$ cat config.mk
export PLATFORM = sky130hd
export DESIGN_NAME = debounced_press_counter_display
export DESIGN_NICKNAME = d
export VERILOG_FILES = /design/src/rtl/core/dpcd_pkg.sv /design/src/rtl/core/debounced_press_counter_display.sv
export SDC_FILE = /design/constraint.sdc
export NUM_CORES = 1
export LEC_CHECK = 0
export ABC_AREA = 0
export BUFFER_PORTS_ARGS = -buffer_cell sky130_fd_sc_hd__buf_2
export CORE_MARGIN = 8
export CORE_UTILIZATION = 63
export CTS_CLUSTER_DIAMETER = 50
export DETAILED_ROUTE_END_ITERATION = 16
export PLACE_DENSITY = 0.85
export SLEW_MARGIN = 15
export SYNTH_ARGS = -nofsm -noshare
export SYNTH_HDL_FRONTEND = slang
export SYNTH_SLANG_ARGS = --single-unit
$ cat constraint.sdc
create_clock -name clk_i -period 7.45 [get_ports clk_i]
set_input_delay 1.49 -clock clk_i [delete_from_list [all_inputs] [get_ports clk_i]]
set_output_delay 1.49 -clock clk_i [all_outputs]
set_load 0.01 [all_outputs]
$ cat src/rtl/core/dpcd_pkg.sv
// ----------------------------------------------------------------------------
// dpcd_pkg
// Shared types, constants and the segment decoder for the press counter.
// ----------------------------------------------------------------------------
package dpcd_pkg;

  localparam int unsigned CountW      = 7;
  localparam int unsigned DigitW      = 4;
  localparam int unsigned SegW        = 7;
  localparam int unsigned RunW        = 8;

  localparam logic [CountW-1:0] CountMax      = 7'd99;
  localparam logic [DigitW-1:0] DigitMax      = 4'd9;
  localparam logic [RunW-1:0]   RunMax        = 8'hFF;
  localparam logic [RunW-1:0]   DebounceReset = 8'd5;

  // tick kinds
  localparam logic CmdSample = 1'b0;
  localparam logic CmdMux    = 1'b1;

  typedef struct packed {
    logic [SegW-1:0]   segments;
    logic              right_enable;
    logic              left_enable;
    logic [CountW-1:0] press_count;
  } res_t;

  // active-high segment patterns, bit 0 = segment A
  function automatic logic [SegW-1:0] seg_decode(input logic [DigitW-1:0] digit);
    logic [SegW-1:0] seg;
    case (digit)
      4'd0:    seg = 7'h3F;
      4'd1:    seg = 7'h06;
      4'd2:    seg = 7'h5B;
      4'd3:    seg = 7'h4F;
      4'd4:    seg = 7'h66;
      4'd5:    seg = 7'h6D;
      4'd6:    seg = 7'h7D;
      4'd7:    seg = 7'h07;
      4'd8:    seg = 7'h7F;
      default: seg = 7'h6F;
    endcase
    return seg;
  endfunction

endpackage

$ cat src/rtl/core/debounced_press_counter_display.sv
// ----------------------------------------------------------------------------
// debounced_press_counter_display
// Switch debouncer, 0..99 press counter and two-digit display multiplexer.
// ----------------------------------------------------------------------------
// channel | direction | handshake               | payload
// cfg     | in        | cfg_we_i                | cfg_wdata_i (debounce threshold)
// in      | in        | in_valid_i / in_stall_o | command_i, switch_level_i
// out     | out       | out_valid_o/out_stall_i | segments_o, right_enable_o,
//         |           |                         | left_enable_o, press_count_o
//
// One tick per clock unless the input is stalled; its result is registered.
// The state update and segment decode sit between the tick and the result
// register. A skid register holds one extra result while the output is
// stalled, so the input stalls only once both are full.
// Reset clears the counter, debouncer and digit select, threshold back to 5.
// ----------------------------------------------------------------------------
module debounced_press_counter_display
  import dpcd_pkg::*;
(
  input  logic              clk_i,
  input  logic              rst_ni,
  input  logic              cfg_we_i,
  input  logic [RunW-1:0]   cfg_wdata_i,
  input  logic              in_valid_i,
  output logic              in_stall_o,
  input  logic              command_i,
  input  logic              switch_level_i,
  output logic              out_valid_o,
  input  logic              out_stall_i,
  output logic [SegW-1:0]   segments_o,
  output logic              right_enable_o,
  output logic              left_enable_o,
  output logic [CountW-1:0] press_count_o
);

  logic [RunW-1:0]   thr_q;
  logic [CountW-1:0] count_q, count_d;
  logic [DigitW-1:0] ones_q, ones_d, tens_q, tens_d;
  logic              right_q, right_d;
  logic              deb_q, deb_d;
  logic [RunW-1:0]   run_q, run_d;
  logic [RunW-1:0]   run_inc;
  logic              pressed_now;
  logic [DigitW-1:0] digit;
  res_t              res;

  logic              out_valid_q, out_valid_d;
  res_t              out_q, out_d;
  logic              skid_valid_q, skid_valid_d;
  res_t              skid_q, skid_d;

  logic              in_accept;
  logic              out_free;

  assign in_stall_o = skid_valid_q;
  assign in_accept  = in_valid_i & ~skid_valid_q;
  assign out_free   = ~out_valid_q | ~out_stall_i;

  // tick processing
  always_comb begin
    count_d     = count_q;
    ones_d      = ones_q;
    tens_d      = tens_q;
    right_d     = right_q;
    deb_d       = deb_q;
    run_d       = run_q;
    pressed_now = ~switch_level_i;
    run_inc     = (run_q == RunMax) ? run_q : run_q + 8'd1;
    if (in_accept) begin
      if (command_i == CmdMux) begin
        right_d = ~right_q;
      end else if (pressed_now != deb_q) begin
        run_d = run_inc;
        // a zero threshold behaves as one
        if (run_inc >= thr_q) begin
          deb_d = pressed_now;
          if (pressed_now) begin
            if (count_q >= CountMax) begin
              count_d = '0;
              ones_d  = '0;
              tens_d  = '0;
            end else begin
              count_d = count_q + 7'd1;
              if (ones_q == DigitMax) begin
                ones_d = '0;
                tens_d = tens_q + 4'd1;
              end else begin
                ones_d = ones_q + 4'd1;
              end
            end
          end
        end
      end else begin
        run_d = '0;
      end
    end
  end

  always_comb begin
    digit            = right_d ? ones_d : tens_d;
    res.segments     = seg_decode(digit);
    res.right_enable = right_d;
    res.left_enable  = ~right_d;
    res.press_count  = count_d;
  end

  // output register with skid stage
  always_comb begin
    out_valid_d  = out_valid_q;
    out_d        = out_q;
    skid_valid_d = skid_valid_q;
    skid_d       = skid_q;
    if (out_free) begin
      if (skid_valid_q) begin
        out_valid_d  = 1'b1;
        out_d        = skid_q;
        skid_valid_d = 1'b0;
      end else begin
        out_valid_d = in_accept;
        if (in_accept) begin
          out_d = res;
        end
      end
    end else if (in_accept) begin
      skid_valid_d = 1'b1;
      skid_d       = res;
    end
  end

  always_ff @(posedge clk_i or negedge rst_ni) begin
    if (!rst_ni) begin
      thr_q        <= DebounceReset;
      count_q      <= '0;
      ones_q       <= '0;
      tens_q       <= '0;
      right_q      <= 1'b0;
      deb_q        <= 1'b0;
      run_q        <= '0;
      out_valid_q  <= 1'b0;
      skid_valid_q <= 1'b0;
    end else begin
      if (cfg_we_i) begin
        thr_q <= cfg_wdata_i;
      end
      count_q      <= count_d;
      ones_q       <= ones_d;
      tens_q       <= tens_d;
      right_q      <= right_d;
      deb_q        <= deb_d;
      run_q        <= run_d;
      out_valid_q  <= out_valid_d;
      skid_valid_q <= skid_valid_d;
    end
  end

  always_ff @(posedge clk_i) begin
    out_q  <= out_d;
    skid_q <= skid_d;
  end

  assign out_valid_o    = out_valid_q;
  assign segments_o     = out_q.segments;
  assign right_enable_o = out_q.right_enable;
  assign left_enable_o  = out_q.left_enable;
  assign press_count_o  = out_q.press_count;

endmodule

After elaboration in Yosys (flattened, before gate mapping)
Memories as Yosys holds them, arrays and structs flattened.
Cells that the tools add are included.
{"block": "op_classes", "bitwise": 10, "n_lt_le_gt_ge": 2, "eq_ne": 3, "n_addsub": 4, "mux": 30, "n_reduce_logical": 6}
{"operator": "4-bit two-way mux", "n": 15}
{"operator": "7-bit two-way mux", "n": 6}
{"operator": "16-bit two-way mux", "n": 2}
{"operator": "8-bit two-way mux", "n": 2}
{"operator": "4-bit by 1-bit adder with 4-bit output, second input constant", "n": 2}
{"operator": "8-bit by 1-bit adder with 8-bit output, second input constant", "n": 1}
{"operator": "8-bit == test, second input constant", "n": 1}
{"operator": "8-bit >= comparator", "n": 1}
{"operator": "1-bit inverter", "n": 8}
{"operator": "7-bit by 1-bit adder with 7-bit output, second input constant", "n": 1}
{"operator": "7-bit >= comparator, second input constant", "n": 1}
{"operator": "2-bit AND reduction", "n": 3}
{"operator": "1-bit two-way mux", "n": 5}
{"operator": "4-bit == test, second input constant", "n": 1}
{"operator": "4-bit AND reduction", "n": 1}
{"operator": "2-bit nonzero test", "n": 2}
{"operator": "1-bit AND", "n": 1}
{"operator": "1-bit != test", "n": 1}
{"operator": "1-bit bitwise OR", "n": 1}
{"block": "totals", "out_inout_bits": 18, "mem_count": 1, "romBits": 112, "reg_bits": 67, "wordCells": 73}
{"memory": "(no name shown)", "depth": 16, "width": 7, "read_ports": 1, "rd_ports_with_merged_regs": 0, "wr": 0, "line": "dpcd_pkg.sv:31", "text": "case (digit)"}

Longest topological paths before layout
Gate-level depths: netlist (run 1).
An unclocked memory read counts as a cell.
{"block": "depth", "ltp_word": 12, "depth_mapped": 17, "depth_no_buf": 17}

Worst setup path after synthesis (run 1)
OpenSTA, ideal clock, no wires.
{"block": "synth_timing", "kind": "flip-flop to flip-flop", "startpoint": "register run_q[0]", "endpoint": "register out_q, in the netlist segments_o[1] (data pin)", "path_stages_with_launch": 17, "slack_ns": 3.215, "arrival_time_ns": 3.975, "n_path_buf": 0, "required_time_ns": 7.190, "cell_sequence": "dfrtp_1 -> ha_1 -> nand2_1 -> nor2_1 -> nand2_1 -> mux2_2 -> ha_1 -> and3_1 -> o21ai_0 -> a311oi_2 -> o21ai_2 -> or3_1 -> a31o_2 -> inv_1 -> ha_1 -> or3b_4 -> mux2_4"}
{"element": "start: declaration", "line": "debounced_press_counter_display.sv:41", "text": "logic [RunW-1:0] run_q, run_d;"}
{"element": "start signal: assignment", "line": "debounced_press_counter_display.sv:150", "text": "run_q <= run_d;"}
{"element": "end signal: assignment", "line": "debounced_press_counter_display.sv:157", "text": "out_q <= out_d;"}
{"element": "end: declaration", "line": "debounced_press_counter_display.sv:48", "text": "res_t out_q, out_d;"}

==> out/results.tsv, run 1 <==
stage	metric	value	unit
status	outcome	finished clean	
critical_path	Worst R2R Start	run_q[0]	
die	chip width	89.3	µm
critical_path	nature of the critical path endpoint	flop	
logic_synthesis	Post-synth top cells	dfrtp_1, nand2_1, edfxtp_1	
logic_synthesis	Post-synth top flop	dfrtp_1	
sta	Max-slew headroom	0.479	
logic_synthesis	Synth cell types	52	
cells_and_area	share of cells above drive strength 1	0.235	
detailed_routing	DR iter-0 viols	126	
critical_path	critical path fanouts, max	19	
sta	hold_ws	0.520	ns
critical_path	reg2reg setup slack	2.61	ns
clocking	post-CTS setup buffer count	0	
sta	max-slew violation count	0	
worst_hold_path	Hold Path End	thr_q[2]	
worst_hold_path	hold path start	thr_q[2]	
die	die height	89.3	µm
detailed_routing	Avg WL per Cell	16.8	µm
clocking	post-CTS sizing	0	
logic_synthesis	number of flops mapped to enable cells by yosys	32	
clocking	clk_lat worst skew	0.35	ns
detailed_routing	Post-DRT Antenna Nets	0	
sta	RSZ-0062 raised after global routing	false	
run	max_cap viols	0	
global_route	largest net degree at the start of global routing	36	
sta	sum of negative setup slack	0	ns
sta	Slew @ Worst Pin	0.781	ns
logic_synthesis	Post-Syn Area	3390	µm²
detailed_routing	via count	2453	
logic_synthesis	largest family of logic cells by synthesized area	compound AO/OA/AOI/OAI gates	
detailed_routing	# DRC	0	
place	IO buf count	32	
detailed_routing	Post-Route M1 WL	3.05	mm
logic_synthesis	Synth area leaders	edfxtp_1, dfrtp_1, ha_1	
die	die footprint	7980	µm²
critical_path	Crit Path Class	reg2reg	
worst_hold_path	hold path depth	2	
cells_and_area	Antenna diodes	0	
logic_synthesis	largest area contributor in the netlist	edfxtp_1	
detailed_routing	vias per cell	6.04	
sta	Clock Skew	0.00391	ns
detailed_routing	met3 routed WL	390	µm
critical_path	crit path launch type	flop	
logic_synthesis	mux share of post-synthesis cell area	0.0535	
critical_path	FF-to-FF path depth	16	
logic_synthesis	area share of the largest cell type after synthesis	0.284	
global_route	initial antenna violation count	0	
power_and_ir_drop	leak pwr	0.00168	µW
clocking	clock-pin slew on the worst setup and hold paths	0.07	ns
clocking	clock tree root driver cell	clkbuf_8	
clocking	hold_buf cts	0	
logic_synthesis	Synth async-reset ratio	0.522	
critical_path	reg2reg end	segments_o[1]	
critical_path	CP arrival	4.94	ns
place	dpl ws	2.76	ns
sta	minimum clock period	4.84	ns
logic_synthesis	Post-Syn Nets	325	
clocking	clock sinks	67	
logic_synthesis	post-synthesis xor/xnor area fraction	0.0236	
clocking	H-tree depth	3	
global_route	vias in the first global route	2370	
detailed_routing	routed wire length	6.84	mm
sta	highest clock rate	207	MHz
power_and_ir_drop	Power Density	309	nW/µm²
power_and_ir_drop	Peak VDD IR	0.181	mV
logic_synthesis	average cell area after synthesis	11.6	µm²
sta	Final Cycle Share	0.649	
cells_and_area	area of the multi-input gates	1470	µm²
detailed_routing	DRT Pass-1 Iters	4	
sta	Hold Fails Final Rpt	0	
cells_and_area	storage element area	1840	µm²
logic_synthesis	sequential share of the synthesized area	0.543	
clocking	cts bufs inserted	9	
clocking	CTS tree	yes	
cells_and_area	fillers	360	
logic_synthesis	Simple-Gate Fraction of Synth Area	0.119	
logic_synthesis	post-synthesis compound-gate area fraction	0.165	
place	dpl hpwl	4.67	mm
die	row count	26	
logic_synthesis	Yosys reg bits	67	
detailed_routing	Max Used Layer	met4	
global_route	global-route wire length before repair	11.2	mm
place	Placer Congestion	0.894	
detailed_routing	met2 WL	3.26	mm
global_route	gr usage total	0.187	
die	core area	5140	µm²
die	I/O pin count	33	
sta	worst setup slack after layout	2.61	ns
cells_and_area	synthesis-to-layout area growth	14.4	%
global_route	GRT overflow	0	
logic_synthesis	Synth Warn #	0	
logic_synthesis	Syn Inst Count	291	
clocking	CTS Buffer Depth	2	
logic_synthesis	Post-Synth Adder-Cell Area	0.0702	
critical_path	Critical Path RT	7.55	ns
cells_and_area	fin nets	365	
die	Initial Utilization	0.659	
worst_hold_path	HP Class	reg2reg	
sta	# setup viols final	0	
[layout make-up]
type	count	share of cell area
sequential	67	0.474
multi-input combinational	201	0.379
timing repair buffer	34	0.0452
clock buffer	9	0.0319
clock inverter	7	0.0300
tap	70	0.0226
inverter	18	0.0174
[layer usage]
metal | GRT usage | vias up
li1 | - | 1148
met2 | 0.293 | 87
met4 | 0.0997 | 0
met3 | 0.0368 | 13
met5 | 0 | -
met1 | 0.239 | 1205
[power breakdown]
part,switching [µW],leakage (µW),total (µW),internal (µW)
Clock,142,0.000109,363,221
Combinational,195,0.000824,340,145
Sequential,30.2,0.000747,493,463
Total,367,0.00168,1200,829
[through the flow]
stage | total power, µW | instances | util | cell area (µm²)
finish | 1200 | 406 | 0.754 | 3880
global route | 1260 | 406 | 0.754 | 3880
CTS | 1200 | 406 | 0.754 | 3880
detailed placement | 833 | 390 | 0.708 | 3640
global placement | 818 | 390 | 0.708 | 3640
floorplan | 739 | 291 | - | 3390
[state kept, by name, summed over array words and instances, names as in the netlist, 4 cells and up]
register / cells
ones_q: 4
thr_q: 8
run_q: 8
skid_q: 16
segments_o: 7
tens_q: 4
press_count_o: 7
count_q: 7
[how the worst max path moves through the flow]
stage	start	endpoint	slack, ns	cells past startpoint
after floorplan	run_q[0]	segments_o[1]	3.22	16
after global placement	command_i	segments_o[1]	2.90	11
after detailed placement	run_q[0]	segments_o[1]	2.76	16
after CTS	run_q[0]	segments_o[1]	2.66	16
after global routing	run_q[0]	segments_o[1]	2.25	16
final	run_q[0]	segments_o[1]	2.61	16
[worst max-delay path, stage by stage (launching register included)]
cell and delay [ns]:
dfrtp_1 0.44, ha_1 0.24, nand2_1 0.10, nor2_1 0.08, a21oi_1 0.30, nand3_1 0.14
xnor2_1 0.25, ha_1 0.30, a21oi_1 0.20, o21ai_0 0.26, o21ai_2 0.66, mux2i_1 0.32
nand2_1 0.07, o21ai_0 0.22, ha_1 0.34, or3b_4 0.40, mux2_4 0.26
[cells by family after synthesis]
| kind of cell | count (synthesis) |
|---|---|
| AOI/OAI and AO/OA | 74 |
| xor gates and xnor gates | 7 |
| adders and majority gates | 19 |
| buffers and inverters | 23 |
| DFF | 67 |
| muxes | 16 |
| and+or+nand+nor | 85 |
[placed cells by master (no fill, tap or decap), types with 8 or more instances in the layout]
cell type	netlist	routed
dfrtp_1	33	33
mux2_2	13	13
nand2_1	33	33
ha_1	19	19
clkbuf_8	0	9
nand3_1	10	10
a21oi_1	11	11
buf_2	0	32
inv_1	17	17
a22o_1	8	8
o21ai_0	22	22
nor2_1	19	19
edfxtp_1	32	32
Note: power is estimated with default switching activity, not from simulation.
==> inputs of run 2 (changes only) <==
- CORE_UTILIZATION: 63 -> 53
- PLACE_DENSITY: 0.85 -> 0.76
- clock period: 7.45 -> 4.4 ns (I/O delays scaled with it)
==> run 2 against run 1 <==
  * First-iteration DRC count fell by 27%
  * Critical path depth did not move
  * Largest power group unchanged
  * Final area rose by 1.4%
  * Clock power rose by 47%
  * Clock-buffer cell count did not move
  * Maximum frequency rose by 15%
  * Hold slack improved by 0.016 ns
  * Critical endpoint unchanged
  * Non-clock buffer count rose by 8
  * Via count fell by 3.2%
  * Global-route usage fell by 2.6 points
  * Final cell count rose by 3.7%
  * Clock skew rose by 0.0043 ns
==> out/results.tsv, run 2 (synthesis results as in run 1) <==
stage	metric	value	unit
sta	RSZ-0062 raised after global routing	false	
die	row count	29	
place	Placer Congestion	0.867	
cells_and_area	max reg flops	16	
global_route	gr usage total	0.161	
critical_path	crit path launch type	flop	
detailed_routing	DR iter-0 viols	92	
sta	minimum clock period	4.22	ns
power_and_ir_drop	leak pwr	0.00170	µW
run	max_cap viols	0	
detailed_routing	routed wire length	6.91	mm
global_route	GRT overflow	0	
clocking	cts bufs inserted	9	
sta	Max-slew headroom	0.467	
cells_and_area	Antenna diodes	0	
die	chip width	96.0	µm
clocking	clk_lat worst skew	0.34	ns
sta	Final Cycle Share	0.959	
cells_and_area	Largest regs	skid_q: 16 flops, run_q: 8 flops, thr_q: 8 flops	
power_and_ir_drop	total power	1970	µW
sta	Clock Skew	0.00826	ns
sta	Hold Fails Final Rpt	0	
detailed_routing	via count	2374	
cells_and_area	share of cells above drive strength 1	0.267	
critical_path	critical path fanouts, max	4	
place	dpl ws	0.0369	ns
clocking	clock sinks	67	
sta	Slew @ Worst Pin	0.800	ns
clocking	CTS tree	yes	
detailed_routing	# DRC	0	
global_route	initial antenna violation count	0	
sta	highest clock rate	237	MHz
cells_and_area	fin nets	373	
global_route	largest net degree at the start of global routing	36	
sta	max-slew violation count	0	
die	Initial Utilization	0.540	
detailed_routing	vias per cell	5.64	
place	IO buf count	32	
die	I/O pin count	33	
critical_path	Critical Path RT	4.50	ns
clocking	clock-pin slew on the worst setup and hold paths	0.08	ns
critical_path	Crit Path Class	reg2reg	
critical_path	CP arrival	4.32	ns
global_route	vias in the first global route	2396	
worst_hold_path	HP Class	reg2reg	
die	die footprint	9210	µm²
clocking	CTS Buffer Depth	2	
cells_and_area	Final Util	0.626	
sta	sum of negative setup slack	0	ns
power_and_ir_drop	Peak VDD IR	0.319	mV
clocking	H-tree depth	3	
cells_and_area	Biggest register	skid_q	
detailed_routing	Avg WL per Cell	16.4	µm
cells_and_area	most frequent cells in the layout	nand2_1, dfrtp_1, buf_2, edfxtp_1, o21ai_0	
power_and_ir_drop	Power Density	500	nW/µm²
sta	worst setup slack after layout	0.178	ns
status	outcome	finished clean	
detailed_routing	Post-DRT Antenna Nets	0	
clocking	clock tree root driver cell	clkbuf_8	
place	dpl hpwl	4.84	mm
die	die height	96.0	µm
sta	# setup viols final	0	
place	Placed Area	3680	µm²
global_route	global-route wire length before repair	11.3	mm
die	core area	6280	µm²
cells_and_area	synthesis-to-layout area growth	16.0	%
detailed_routing	DRT Pass-1 Iters	4	
cells_and_area	post-route cell area	3930	µm²
critical_path	nature of the critical path endpoint	flop	
==> run 2: area by class of cell <==
type,instances,area (µm²)
multi-input combinational,201,1480
sequential,67,1840
timing repair buffer,42,239
fill,499,2350
tap,77,96.3
clock inverter,7,82.6
clock buffer,9,124
inverter,18,67.6
==> run 2: final timing paths <==
path | to | start | slack, ns | cells past startpoint
max in group asynchronous | run_q[3] | rst_ni | 3.23 | 1
setup / recovery | segments_o[1] | run_q[0] | 0.18 | 16
min in group asynchronous | thr_q[4] | rst_ni | 0.62 | 1
hold / removal | deb_q | deb_q | 0.54 | 2
setup reg to reg | segments_o[1] | run_q[0] | 0.18 | 16
hold reg to reg | deb_q | deb_q | 0.54 | 2
==> run 2: timing repair <==
item | CTS | global route
hold buffers | 0 | 0
gates resized for setup | 0 | 6
setup endpoints to repair | 0 | 7
setup buffers | 0 | 4
==> run 2: power by group <==
group / switching, µW / total (µW) / internal [µW] / leakage (µW)
Sequential: 49.8 / 834 / 784 / 0.000746
Clock: 261 / 533 / 271 / 0.0000988
Combinational: 326 / 601 / 275 / 0.000858
Total: 637 / 1970 / 1330 / 0.00170
==> run 2: critical path: stages, from the launching register on <==
cell and delay, ns:
dfrtp_1 0.42, ha_1 0.25, nand2_2 0.09, nor2_1 0.06
nand2_1 0.09, mux2_2 0.35, ha_1 0.28, and3_1 0.15
o21ai_0 0.09, a311oi_2 0.44, o21ai_2 0.10, or3_1 0.39
a31o_2 0.28, inv_1 0.08, ha_1 0.25, or3b_4 0.41
mux2_4 0.26
==> run 2: per-layer routing <==
metal,wire (µm),GRT usage,up-vias,share of wire
met4,110,0.0858,0,0.016
li1,-,-,1171,-
met5,0,0,-,0
met1,3090,0.196,1146,0.45
met2,3420,0.264,48,0.49
met3,292,0.0343,9,0.042
==> run 2: stage by stage <==
step	std cells	hold slack (ns)
2_1_floorplan	291	0.480
3_3_place_gp	401	0.511
3_5_place_dp	401	0.518
4_1_cts	417	0.541
5_1_grt	421	0.562
6_report	421	0.536
